File: config.mk
export PLATFORM = sky130hd
export DESIGN_NAME = triac_phase_angle_controller_flat
export DESIGN_NICKNAME = d
export VERILOG_FILES = /design/src/sv/tpac_pkg.sv /design/src/sv/tpac_if.sv /design/src/sv/tpac_ctrl.sv /design/src/sv/tpac_dp.sv /design/src/sv/triac_phase_angle_controller.sv /design/src/flat_wrapper.sv
export SDC_FILE = /design/constraint.sdc
export NUM_CORES = 1
export LEC_CHECK = 0
export ABC_AREA = 1
export BUFFER_PORTS_ARGS = -buffer_cell sky130_fd_sc_hd__buf_4
export CAP_MARGIN = 20
export CELL_PAD_IN_SITES_DETAIL_PLACEMENT = 1
export CELL_PAD_IN_SITES_GLOBAL_PLACEMENT = 1
export CORE_ASPECT_RATIO = 0.9
export CORE_MARGIN = 8
export CORE_UTILIZATION = 10
export CTS_BUF_LIST = sky130_fd_sc_hd__clkbuf_8
export DETAILED_ROUTE_END_ITERATION = 16
export PLACE_DENSITY_LB_ADDON = 0.05
export SLEW_MARGIN = 20
export SYNTH_ARGS = -nofsm -noshare
export SYNTH_HDL_FRONTEND = slang
export SYNTH_SLANG_ARGS = --single-unit
File: constraint.sdc
create_clock -name clk -period 1 [get_ports clk]
set_input_delay 0.05 -clock clk [delete_from_list [all_inputs] [get_ports clk]]
set_output_delay 0.05 -clock clk [all_outputs]
set_load 0.1 [all_outputs]
File: src/sv/tpac_pkg.sv
// ----------------------------------------------------------------------------
// tpac_pkg
// Shared types, codes and constants of the triac phase-angle controller.
// ----------------------------------------------------------------------------
package tpac_pkg;

	localparam int TimerBits = 24;
	localparam int CfgIdxW   = 3;
	localparam int CfgDataW  = 24;
	localparam int DivSteps  = 24;
	localparam int DivCntW   = $clog2(DivSteps + 1);

	typedef enum logic [1:0] {
		OP_CROSS    = 2'd0,
		OP_TICK     = 2'd1,
		OP_SET      = 2'd2,
		OP_SET_RAMP = 2'd3
	} op_t;

	typedef enum logic [2:0] {
		PH_IDLE   = 3'd0,
		PH_WAIT1  = 3'd1,
		PH_PULSE1 = 3'd2,
		PH_WAIT2  = 3'd3,
		PH_PULSE2 = 3'd4,
		PH_BAD5   = 3'd5,
		PH_BAD6   = 3'd6,
		PH_BAD7   = 3'd7
	} phase_t;

	typedef enum logic [2:0] {
		REG_BASE_OFFSET = 3'd0,
		REG_HALF_OFFSET = 3'd1,
		REG_PULSE_WIDTH = 3'd2,
		REG_MIN_POWER   = 3'd3,
		REG_MAX_DELAY   = 3'd4,
		REG_REJECT      = 3'd5,
		REG_HALF_MODE   = 3'd6
	} reg_idx_t;

	typedef enum logic [2:0] {
		CT_IDLE,
		CT_DIV,
		CT_PDLY,
		CT_EXEC,
		CT_OUT
	} ctl_state_t;

	typedef struct packed {
		logic [1:0]  operation;
		logic [23:0] time_us;
		logic [31:0] time_ms;
		logic [7:0]  power_request;
		logic [15:0] ramp_ms;
	} req_t;

	typedef struct packed {
		logic        gate_level;
		logic        gate_written;
		logic [6:0]  power_now;
		logic [23:0] period_us;
		logic [2:0]  fire_state;
		logic        ramp_running;
	} rsp_t;

	typedef struct packed {
		logic capture;   // latch request
		logic div_start; // start ramp divide
		logic div_step;
		logic pdly_calc; // compute phase delay
		logic exec;      // commit state update
	} cmd_t;

	typedef struct packed {
		logic need_div;
		logic div_done;
	} sts_t;

endpackage

File: src/sv/tpac_if.sv
// ----------------------------------------------------------------------------
// tpac_if
// Valid/ready channel carrying one payload of type T.
// ----------------------------------------------------------------------------
interface tpac_if #(parameter type T = logic) (input logic clk);
	logic valid;
	logic ready;
	T     data;
	modport source (output valid, output data, input ready);
	modport sink (input valid, input data, output ready);
endinterface

File: src/sv/tpac_ctrl.sv
// ----------------------------------------------------------------------------
// tpac_ctrl
// Sequencer: capture, optional ramp divide, phase delay, commit, output.
// ----------------------------------------------------------------------------
module tpac_ctrl import tpac_pkg::*; (
	input  logic clk,
	input  logic arst_n,
	input  logic in_valid,
	output logic in_ready,
	output logic out_valid,
	input  logic out_ready,
	input  sts_t sts,
	output cmd_t cmd
);

	ctl_state_t state_q, state_d;

	always_ff @(posedge clk or negedge arst_n) begin
		if (!arst_n) state_q <= CT_IDLE;
		else state_q <= state_d;
	end

	always_comb begin
		state_d = state_q;
		unique case (state_q)
			CT_IDLE: if (in_valid) state_d = CT_DIV;
			CT_DIV:  if (!sts.need_div || sts.div_done) state_d = CT_PDLY;
			CT_PDLY: state_d = CT_EXEC;
			CT_EXEC: state_d = CT_OUT;
			CT_OUT:  if (out_ready) state_d = CT_IDLE;
			default: state_d = CT_IDLE;
		endcase
	end

	always_comb begin
		cmd = '0;
		in_ready = 1'b0;
		out_valid = 1'b0;
		unique case (state_q)
			CT_IDLE: begin
				in_ready = 1'b1;
				cmd.capture = in_valid;
				cmd.div_start = in_valid;
			end
			CT_DIV:  cmd.div_step = sts.need_div && !sts.div_done;
			CT_PDLY: cmd.pdly_calc = 1'b1;
			CT_EXEC: cmd.exec = 1'b1;
			CT_OUT:  out_valid = 1'b1;
			default: ;
		endcase
	end

endmodule

File: src/sv/tpac_dp.sv
// ----------------------------------------------------------------------------
// tpac_dp
// Datapath: config registers, controller state, serial ramp divider.
// ----------------------------------------------------------------------------
module tpac_dp import tpac_pkg::*; (
	input  logic                clk,
	input  logic                arst_n,
	input  logic                cfg_we,
	input  logic [CfgIdxW-1:0]  cfg_idx,
	input  logic [CfgDataW-1:0] cfg_data,
	input  req_t                req,
	input  cmd_t                cmd,
	output sts_t                sts,
	output rsp_t                rsp
);

	logic [15:0] base_q, width_q, maxd_q, reject_q;
	logic [23:0] half_off_q;
	logic [6:0]  minp_q;
	logic        hmode_q;

	always_ff @(posedge clk or negedge arst_n) begin
		if (!arst_n) begin
			base_q <= '0; half_off_q <= '0; width_q <= '0; minp_q <= '0;
			maxd_q <= '0; reject_q <= '0; hmode_q <= 1'b0;
		end else if (cfg_we) begin
			priority case (cfg_idx)
				REG_BASE_OFFSET: base_q <= cfg_data[15:0];
				REG_HALF_OFFSET: half_off_q <= cfg_data[23:0];
				REG_PULSE_WIDTH: width_q <= cfg_data[15:0];
				REG_MIN_POWER:   minp_q <= cfg_data[6:0];
				REG_MAX_DELAY:   maxd_q <= cfg_data[15:0];
				REG_REJECT:      reject_q <= cfg_data[15:0];
				REG_HALF_MODE:   hmode_q <= cfg_data[0];
				default: ;
			endcase
		end
	end

	// controller state
	phase_t      phase_q;
	logic        gate_q, pend_q, ramp_on_q;
	logic [6:0]  power_q, rfrom_q, rto_q;
	logic [23:0] last_q, period_q, pbegin_q;
	logic [16:0] fdelay_q;
	logic [15:0] rlen_q;
	logic [31:0] rbegin_q;
	logic        written_q;

	req_t        req_q;
	always_ff @(posedge clk) if (cmd.capture) req_q <= req;

	// ramp divider: (mag*el)/len, el < len so quotient < 128
	logic [31:0] el;
	logic        rdown;
	logic [6:0]  mag;
	logic        ramp_tick, ramp_cap, ramp_end;
	assign el = req_q.time_ms - rbegin_q;
	assign rdown = rto_q < rfrom_q;
	assign mag = rdown ? rfrom_q - rto_q : rto_q - rfrom_q;
	assign ramp_tick = (req_q.operation == OP_TICK) && ramp_on_q;
	assign ramp_cap = rbegin_q == '0;
	assign ramp_end = (el >= {16'd0, rlen_q}) || (rlen_q == '0);
	assign sts.need_div = ramp_tick && !ramp_cap && !ramp_end;

	// el < len so product fits in 23 bits
	logic [22:0] prod_q, rem_q;
	logic [6:0]  quo_q;
	logic [DivCntW-1:0] cnt_q;
	logic [23:0] trial;
	assign trial = {rem_q, prod_q[22]} - {8'd0, rlen_q};
	assign sts.div_done = cnt_q == DivCntW'(DivSteps);

	always_ff @(posedge clk or negedge arst_n) begin
		if (!arst_n) cnt_q <= '0;
		else if (cmd.div_start) cnt_q <= '0;
		else if (cmd.div_step) cnt_q <= cnt_q + 1'b1;
	end

	always_ff @(posedge clk) begin
		if (cmd.pdly_calc && cnt_q == '0) begin
			prod_q <= '0;
		end else if (cmd.div_step) begin
			if (cnt_q == '0) begin
				prod_q <= {7'd0, el[15:0]} * {16'd0, mag};
				rem_q <= '0;
				quo_q <= '0;
			end else begin
				if (!trial[23]) begin
					rem_q <= trial[22:0];
					quo_q <= {quo_q[5:0], 1'b1};
				end else begin
					rem_q <= {rem_q[21:0], prod_q[22]};
					quo_q <= {quo_q[5:0], 1'b0};
				end
				prod_q <= {prod_q[21:0], 1'b0};
			end
		end
	end

	// first step loads the product, then one quotient bit per step for all
	// 23 product bits; quotient < 100 so only the low 7 bits are kept

	// ramp power after this tick
	logic [6:0]  ramp_pow;
	logic [7:0]  up_sum;
	assign up_sum = {1'b0, rfrom_q} + {1'b0, quo_q};
	always_comb begin
		if (rdown) ramp_pow = rfrom_q - quo_q;
		else ramp_pow = (up_sum > 8'd100) ? 7'd100 : up_sum[6:0];
	end

	logic [6:0] pow_tick;
	assign pow_tick = !ramp_tick || ramp_cap ? power_q : (ramp_end ? rto_q : ramp_pow);

	// phase delay for power after ramp
	logic [22:0] pd_prod_s1;
	logic [15:0] pdly;
	logic [6:0]  pinv;
	assign pinv = (pow_tick >= 7'd100) ? 7'd0 : 7'd100 - pow_tick;
	always_ff @(posedge clk) if (cmd.pdly_calc) pd_prod_s1 <= {7'd0, maxd_q} * {16'd0, pinv};
	// divide by 100: ceil(2^30/100) reciprocal is exact for products below 2^23
	logic [46:0] recip;
	assign recip = {24'd0, pd_prod_s1} * 47'd10737419;
	assign pdly = recip[45:30];

	// next state
	logic [23:0] now, since_last, since_pb;
	logic [6:0]  creq;
	logic [25:0] limit;
	assign now = req_q.time_us;
	assign since_last = now - last_q;
	assign since_pb = now - pbegin_q;
	assign creq = (req_q.power_request > 8'd100) ? 7'd100 : req_q.power_request[6:0];
	assign limit = {3'd0, period_q[23:1]} + {2'd0, half_off_q} + {10'd0, pdly};

	// gate pin is driven by this tick
	logic wr_d;
	always_comb begin
		wr_d = 1'b0;
		if (req_q.operation == OP_TICK) begin
			unique case (phase_q)
				PH_IDLE:              wr_d = 1'b0;
				PH_WAIT1:             wr_d = since_last >= {7'd0, fdelay_q};
				PH_PULSE1, PH_PULSE2: wr_d = since_pb >= {8'd0, width_q};
				PH_WAIT2:             wr_d = {2'd0, since_last} >= limit;
				default:              wr_d = 1'b1;
			endcase
		end
	end

	always_ff @(posedge clk or negedge arst_n) begin
		if (!arst_n) begin
			phase_q <= PH_IDLE; gate_q <= 1'b0; pend_q <= 1'b0; ramp_on_q <= 1'b0;
			power_q <= '0; rfrom_q <= '0; rto_q <= '0; last_q <= '0;
			period_q <= '0; pbegin_q <= '0; fdelay_q <= '0; rlen_q <= '0;
			rbegin_q <= '0; written_q <= 1'b0;
		end else if (cmd.exec) begin
			written_q <= wr_d;
			unique case (op_t'(req_q.operation))
				OP_CROSS: begin
					if (!(last_q != '0 && since_last < {8'd0, reject_q})) begin
						last_q <= now;
						if (last_q != '0) period_q <= since_last;
						pend_q <= 1'b1;
					end
				end
				OP_TICK: begin
					if (ramp_tick) begin
						if (ramp_cap) rbegin_q <= req_q.time_ms;
						else begin
							power_q <= pow_tick;
							if (ramp_end) ramp_on_q <= 1'b0;
						end
					end
					unique case (phase_q)
						PH_IDLE: if (pend_q) begin
							pend_q <= 1'b0;
							if (pow_tick != '0 && pow_tick >= minp_q) begin
								fdelay_q <= {1'b0, base_q} + {1'b0, pdly};
								phase_q <= PH_WAIT1;
							end
						end
						PH_WAIT1: if (since_last >= {7'd0, fdelay_q}) begin
							gate_q <= 1'b1;
							pbegin_q <= now; phase_q <= PH_PULSE1;
						end
						PH_PULSE1: if (since_pb >= {8'd0, width_q}) begin
							gate_q <= 1'b0;
							phase_q <= hmode_q ? PH_IDLE : PH_WAIT2;
						end
						PH_WAIT2: if ({2'd0, since_last} >= limit) begin
							gate_q <= 1'b1;
							pbegin_q <= now; phase_q <= PH_PULSE2;
						end
						PH_PULSE2: if (since_pb >= {8'd0, width_q}) begin
							gate_q <= 1'b0;
							phase_q <= PH_IDLE;
						end
						default: begin
							gate_q <= 1'b0;
							phase_q <= PH_IDLE;
						end
					endcase
				end
				OP_SET: power_q <= creq;
				OP_SET_RAMP: begin
					if (!(ramp_on_q && rto_q == creq)) begin
						if (req_q.ramp_ms == '0) begin
							ramp_on_q <= 1'b0; power_q <= creq;
						end else if (power_q == creq) begin
							ramp_on_q <= 1'b0;
						end else begin
							rfrom_q <= power_q; rto_q <= creq;
							rlen_q <= req_q.ramp_ms; rbegin_q <= '0;
							ramp_on_q <= 1'b1;
						end
					end
				end
				default: ;
			endcase
		end
	end

	assign rsp.gate_level = gate_q;
	assign rsp.gate_written = written_q;
	assign rsp.power_now = power_q;
	assign rsp.period_us = period_q;
	assign rsp.fire_state = phase_q;
	assign rsp.ramp_running = ramp_on_q;

endmodule

File: src/sv/triac_phase_angle_controller.sv
// ----------------------------------------------------------------------------
// triac_phase_angle_controller
// Zero-crossing timed triac gate firing with power ramp.
// ----------------------------------------------------------------------------
// in_ch carries one request: crossing, tick, set power or ramped set power.
// out_ch returns exactly one status word per request.
// cfg_we/cfg_idx/cfg_data write the seven registers; the user must do so only
// while the block is idle; the block does not enforce it. A request passes
// the divide, phase-delay and commit states before its result is valid; in the
// divide state a tick that advances a running ramp runs a restoring divider
// that loads the product and then settles one quotient bit a cycle over 23
// bits. One request is in flight at a time; the result is held in the output
// stage until taken and the next request is accepted the cycle after. Reset
// clears the config and controller registers and the firing state to idle;
// while the receiver stalls the result holds and no new request is accepted.
module triac_phase_angle_controller import tpac_pkg::*; (
	input  logic                clk,
	input  logic                arst_n,
	input  logic                cfg_we,
	input  logic [CfgIdxW-1:0]  cfg_idx,
	input  logic [CfgDataW-1:0] cfg_data,
	tpac_if.sink                in_ch,
	tpac_if.source              out_ch
);

	cmd_t cmd;
	sts_t sts;
	rsp_t rsp;

	tpac_ctrl u_ctrl (
		.clk, .arst_n,
		.in_valid(in_ch.valid), .in_ready(in_ch.ready),
		.out_valid(out_ch.valid), .out_ready(out_ch.ready),
		.sts, .cmd
	);

	tpac_dp u_dp (
		.clk, .arst_n, .cfg_we, .cfg_idx, .cfg_data,
		.req(in_ch.data), .cmd, .sts, .rsp
	);

	assign out_ch.data = rsp;

endmodule

File: src/flat_wrapper.sv
// flat-port wrapper written by rule: the top's interface ports become plain ports
module triac_phase_angle_controller_flat import tpac_pkg::*;
  (clk, arst_n, cfg_we, cfg_idx, cfg_data, in_ch_valid, in_ch_data, in_ch_ready, out_ch_valid, out_ch_data, out_ch_ready);
  tpac_if in_ch_i (.clk(clk));
  tpac_if out_ch_i (.clk(clk));
  input  logic clk;
  input  logic arst_n;
  input  logic cfg_we;
  input  logic [CfgIdxW-1:0] cfg_idx;
  input  logic [CfgDataW-1:0] cfg_data;
  input wire logic [$bits(in_ch_i.valid)-1:0] in_ch_valid;
  input wire logic [$bits(in_ch_i.data)-1:0] in_ch_data;
  output wire logic [$bits(in_ch_i.ready)-1:0] in_ch_ready;
  output wire logic [$bits(out_ch_i.valid)-1:0] out_ch_valid;
  output wire logic [$bits(out_ch_i.data)-1:0] out_ch_data;
  input wire logic [$bits(out_ch_i.ready)-1:0] out_ch_ready;
  assign in_ch_i.valid = in_ch_valid;
  assign in_ch_i.data = in_ch_data;
  assign in_ch_ready = in_ch_i.ready;
  assign out_ch_valid = out_ch_i.valid;
  assign out_ch_data = out_ch_i.data;
  assign out_ch_i.ready = out_ch_ready;
  triac_phase_angle_controller u_core (.clk(clk), .arst_n(arst_n), .cfg_we(cfg_we), .cfg_idx(cfg_idx), .cfg_data(cfg_data), .in_ch(in_ch_i), .out_ch(out_ch_i));
endmodule
==> metrics.yaml, run 1 <==
synth:
  synth.area.top_cells: "dfrtp_1 (51%), inv_1 (10%), nor2_1 (7.6%)"
  syn_inst: 19
  synth_warnings: 0
  synth_common_cells: "inv_1 (4), dfrtp_1 (3), nor2_1 (3), nand2_1 (2)"
  synthFlopType: "dfrtp_1"
  ys_ff_latch: 3
  ys_async_sr_fraction_pct: 100
  synth.cell_area_um2: 148
  netlist-cell-type-count: 11
  synth_edf_count: 0
  synth_nets: 52
  synth_top_area_share_pct: 50.8
  ys_seq_area_share_pct: 50.8
  syn_area_per_cell_um2: 7.77
  yosysTopAreaCell: "dfrtp_1"
  synth.most_common_cell: "inv_1"
global_routing:
  overflow: 0
  grt_pass1_vias: 193
  grt_pass1_wl_um: 731
  track_usage_pct: 3.57
  grt_max_degree: 4
  antenna_found_initial: 0
routing:
  highest_layer: "met3"
  drt-met1-wl_um: 158
  wl_met3_um: 32
  wl_per_cell_um: 7.75
  vias_per_cell: 3.27
  final_antenna_net_count: 0
  drc_errors: 0
  wirelength_um: 395
  first_pass_iters: 2
  drt_iter0_drc: 1
  vias: 167
  wl_met2_um: 204
finish:
  largest_register_ffs: 3
  top_register: "u_core.u_ctrl.state_q"
  regArea_um2: 75.1
  final_core_util_pct: 25.0
  top_regs: "u_core.u_ctrl.state_q (3)"
  areaGrowthSynthToFinish_pct: 140
  multiInputGateArea_um2: 63.8
  layout.nets: 70
  fillers: 167
  diodes: 0
  layout-drive-gt1-share_pct: 58.3
worst_hold_path:
  min_path_cells: 3
  hp-class: "in -> reg"
  hold_path_end: "u_core.u_ctrl.state_q[0]$_DFFE_PN0P_"
  hp-start: "in_ch_valid"
critical_path:
  worstRegToRegCells: 6
  r2r_slack_ns: -0.04
  reg2reg_from: "u_core.u_ctrl.state_q[0]$_DFFE_PN0P_"
  crit_type: "reg -> out"
  path_max_fanout: 3
  startpoint_type: "flop"
  arrival_ns: 1.09
  required_ns: 0.95
  worstReg2RegEnd: "u_core.u_ctrl.state_q[1]$_DFFE_PN0P_"
  crit_path_end_kind: "output pin"
floorplan:
  core_area_um2: 1420
  die_h_um: 52.5
  row_count: 13
  io_pins: 36
  dieWidth_um: 56.5
  start_util_pct: 10.4
  fp.dieArea_um2: 2960
power_and_ir_drop:
  irDropWorstVdd_mv: 1.08
  power_mw: 1.42
  leakage_nw: 0.182
  power.density_nw_per_um2: 4000
placed_design:
  port_buffers: 5
  gp_congestion: 0.604
sta:
  fin_ws_ns: -0.135
  rsz0062_at_grt: "true"
  slew_violations: 0
  layout_min_cycle_time_ns: 1.14
  clock.fmax_mhz: 881
  hold_viol: 0
  skew_ns: 0.000765
  setup_viol: 3
  finalCritPeriodShare_pct: 114
outcome:
  violations: "negative setup slack"
  status: "complete, but fails checks"
flow_run:
  max_cap_viol_count: 0
clock_tree:
  clock_path_buffers: 2
  clk_latency_ns: 0.21
  cts.sinks: 3
  htreeDepth: 1
  cts_tree: "yes"
  clkTransAtPathRegs_ns: 0.03
  cts_inserted_buffers: 3
  clockRootBuffer: "clkbuf_8"
final cells by class:
class                           instances  area share [%]
Clock buffer                            3            11.7
Clock inverter                          1            1.06
Sequential cell                         3            21.2
Inverter                                5            5.30
Multi-Input combinational cell         10            18.0
Tap cell                               15            5.30
Timing Repair Buffer                   14            37.5
timing repair:
item / in CTS / in global routing
setup endpoints to repair: 2 / 2
hold buffers: 1 / 0
resized for setup: 6 / 1
setup buffers: 1 / 1
pin swaps: 1 / 1
endpoints found under the hold margin: 3 / 0
per-layer routing:
| metal | vias to the layer above | GRT usage (%) |
|---|---|---|
| met5 | - | 0 |
| met4 | 0 | 4.80 |
| met3 | 0 | 2.67 |
| met2 | 4 | 5.11 |
| met1 | 77 | 2.76 |
| li1 | 86 | - |
cells in the final DEF, fill, tap and decap left out, types with 2 or more instances in the layout:
master / instances
inv_1: 5
nor2_4: 2
dfrtp_1: 3
buf_4: 11
buf_12: 2
clkbuf_8: 3
through the flow:
step	area (um^2)	hold slack (ns)	cells	setup WS [ns]	TNS [ns]
detailed placement	256	-0.158	44	-0.0114	-0.0193
floorplan	163	-0.246	19	-0.103	-0.207
finish	354	0.0791	51	-0.135	-0.304
global route	354	0.0959	51	-0.186	-0.457
CTS	344	0.0854	50	-0.158	-0.314
global placement	256	-0.159	44	-0.0234	-0.0436
how the worst max path moves through the flow:
stage                                                    start  cells past startpoint            to
after floorplan           u_core.u_ctrl.state_q[0]$_DFFE_PN0P_                      3   in_ch_ready
after global placement    u_core.u_ctrl.state_q[0]$_DFFE_PN0P_                      4   in_ch_ready
after detailed placement  u_core.u_ctrl.state_q[0]$_DFFE_PN0P_                      4   in_ch_ready
after CTS                 u_core.u_ctrl.state_q[1]$_DFFE_PN0P_                      4   in_ch_ready
after global routing      u_core.u_ctrl.state_q[0]$_DFFE_PN0P_                      4  out_ch_valid
final                     u_core.u_ctrl.state_q[0]$_DFFE_PN0P_                      4  out_ch_valid
worst max-delay path, cell delays in order, from the launching register on:
cell	delay, ns
dfrtp_1	0.37
nor2_2	0.14
inv_2	0.08
nor2_4	0.10
buf_12	0.18
report_power, final:
group          internal, mW  leakage [nW]  switching [mW]  total (mW)
clock network         0.261        0.0269          0.0731       0.334
logic                 0.390         0.117           0.472       0.862
registers             0.177        0.0374          0.0428       0.220
total                 0.828         0.182           0.588        1.42
cells by family after synthesis:
logic type      after synthesis  share of synthesized area, %
compound gates                2                          8.47
buf+inv                       6                          17.8
flops                         3                          50.8
other cells                   1                          2.54
simple gates                  7                          20.3
(Power assumes the default switching activity.)
==> run 2: changes to the inputs <==
Settings changed: HOLD_SLACK_MARGIN from default to 0.15.
==> metrics.yaml, run 2 (synthesis results as in run 1) <==
outcome:
  status: "complete, but fails checks"
  violations: "negative setup slack"
sta:
  whs_ns: 0.163  # +0.0835 ns
  clock.fmax_mhz: 881  # unchanged
  slew_violations: 0  # unchanged
  setup_tns_ns: -0.304  # unchanged
  fin_ws_ns: -0.135  # unchanged
  setup_viol: 3  # unchanged
  rsz0062_at_grt: "true"
  layout_min_cycle_time_ns: 1.14  # unchanged
  finalCritPeriodShare_pct: 114  # unchanged
  hold_viol: 0  # unchanged
  skew_ns: 0.000765  # unchanged
finish:
  regArea_um2: 75.1  # unchanged
  fillers: 167  # unchanged
  multiInputGateArea_um2: 63.8  # unchanged
  layout.nets: 72  # +2.9%
  areaGrowthSynthToFinish_pct: 153
  fin_area_um2: 374  # +5.7%
  final_common_cell: "buf_4"
  layout_common_cells: "buf_4 (11), inv_1 (5), clkbuf_8 (3), dlygate4sd3_1 (3), dfrtp_1 (3)"
  top_register: "u_core.u_ctrl.state_q"
  layout-drive-gt1-share_pct: 55.3  # -3.1 points
  largest_register_ffs: 3  # unchanged
  diodes: 0  # unchanged
  top_regs: "u_core.u_ctrl.state_q (3)"
global_routing:
  grt_max_degree: 4  # unchanged
  grt_pass1_wl_um: 717  # -1.9%
  antenna_found_initial: 0  # unchanged
  track_usage_pct: 3.52  # -0.050 points
  overflow: 0  # unchanged
  grt_pass1_vias: 194  # +0.52%
floorplan:
  start_util_pct: 10.4  # unchanged
  io_pins: 36  # unchanged
  fp.dieArea_um2: 2960  # unchanged
  core_area_um2: 1420  # unchanged
  row_count: 13  # unchanged
  dieWidth_um: 56.5  # unchanged
  die_h_um: 52.5  # unchanged
routing:
  vias_per_cell: 3.30  # +0.84%
  wl_per_cell_um: 7.53  # -2.8%
  vias: 175  # +4.8%
  drc_errors: 0  # unchanged
  drt_iter0_drc: 1  # unchanged
  first_pass_iters: 2  # unchanged
  wirelength_um: 399  # +1.0%
  final_antenna_net_count: 0  # unchanged
placed_design:
  place_area_um2: 256  # unchanged
  port_buffers: 5  # unchanged
  dpl_worst_slack_ns: -0.0114  # unchanged
  gp_congestion: 0.604  # unchanged
power_and_ir_drop:
  leakage_nw: 0.190  # +4.6%
  power_mw: 1.42  # +0.44%
  power.density_nw_per_um2: 3800  # -4.9%
  irDropWorstVdd_mv: 1.08  # about the same
clock_tree:
  cts_inserted_buffers: 3  # unchanged
  clk_latency_ns: 0.21  # about the same
  cts.sinks: 3  # unchanged
  htreeDepth: 1  # unchanged
  clock_path_buffers: 2  # unchanged
  clockRootBuffer: "clkbuf_8"
  clkTransAtPathRegs_ns: 0.03  # about the same
  cts_tree: "yes"
critical_path:
  crit_path_end_kind: "output pin"
  path_max_fanout: 3  # unchanged
  arrival_ns: 1.09  # about the same
  startpoint_type: "flop"
  crit_type: "reg -> out"
  required_ns: 0.95  # about the same
flow_run:
  max_cap_viol_count: 0  # unchanged
worst_hold_path:
  hp-class: "in -> async"
-- run 2: cell types whose count changed in the layout (fill, tap and decap cells not counted) --
cell           previous run  this run
dlygate4sd3_1             1         3
-- run 2: worst paths after layout --
| path | start | cells past startpoint | to | slack (ns) |
|---|---|---|---|---|
| max reg2reg | u_core.u_ctrl.state_q[0]$_DFFE_PN0P_ | 6 | u_core.u_ctrl.state_q[1]$_DFFE_PN0P_ | -0.04 |
| min | arst_n | 2 | u_core.u_ctrl.state_q[0]$_DFFE_PN0P_ | 0.16 |
| min in group clk | in_ch_valid | 4 | u_core.u_ctrl.state_q[0]$_DFFE_PN0P_ | 0.63 |
| min reg2reg | u_core.u_ctrl.state_q[2]$_DFFE_PN0P_ | 2 | u_core.u_ctrl.state_q[1]$_DFFE_PN0P_ | 0.64 |
| max | u_core.u_ctrl.state_q[0]$_DFFE_PN0P_ | 4 | out_ch_valid | -0.14 |
| max in group asynchronous | arst_n | 2 | u_core.u_ctrl.state_q[2]$_DFFE_PN0P_ | 0.74 |
-- run 2: layer usage --
metal / share of wire, % / GRT usage [%]
met3: 8.0 / 2.67
met4: 0 / 4.80
met2: 51 / 4.93
met5: 0 / 0
met1: 41 / 2.76
-- run 2: cell type report --
class | instances | share of cell area, %
sequential | 3 | 20.1
multi-input combinational | 10 | 17.1
tap | 15 | 5.02
inverter | 5 | 5.02
clock buffer | 3 | 11.0
timing repair buffer | 16 | 40.8
clock inverter | 1 | 1.00
-- run 2: what timing repair did --
action | CTS | global route
endpoints found under the hold margin | 5 | 0
gates resized for setup | 6 | 1
hold buffers | 3 | 0
pin swaps | 1 | 1
buffers inserted | 1 | 1
setup endpoints to repair | 2 | 2
-- run 2: through the flow --
step,std cells,utilization (%)
2_1_floorplan,19,-
3_3_place_gp,44,18.1
3_5_place_dp,44,18.1
4_1_cts,52,25.7
5_1_grt,53,26.4
6_report,53,26.4
-- run 2: critical path, stage by stage, from the launching register on --
cell and delay (ns):
dfrtp_1 0.37, nor2_2 0.14, inv_2 0.08, nor2_4 0.10, buf_12 0.18
-- run 2: report_power, final --
group          total [mW]  internal, mW  switching (mW)
clock               0.334         0.261          0.0731
combinational       0.868         0.395           0.473
sequential          0.220         0.177          0.0428
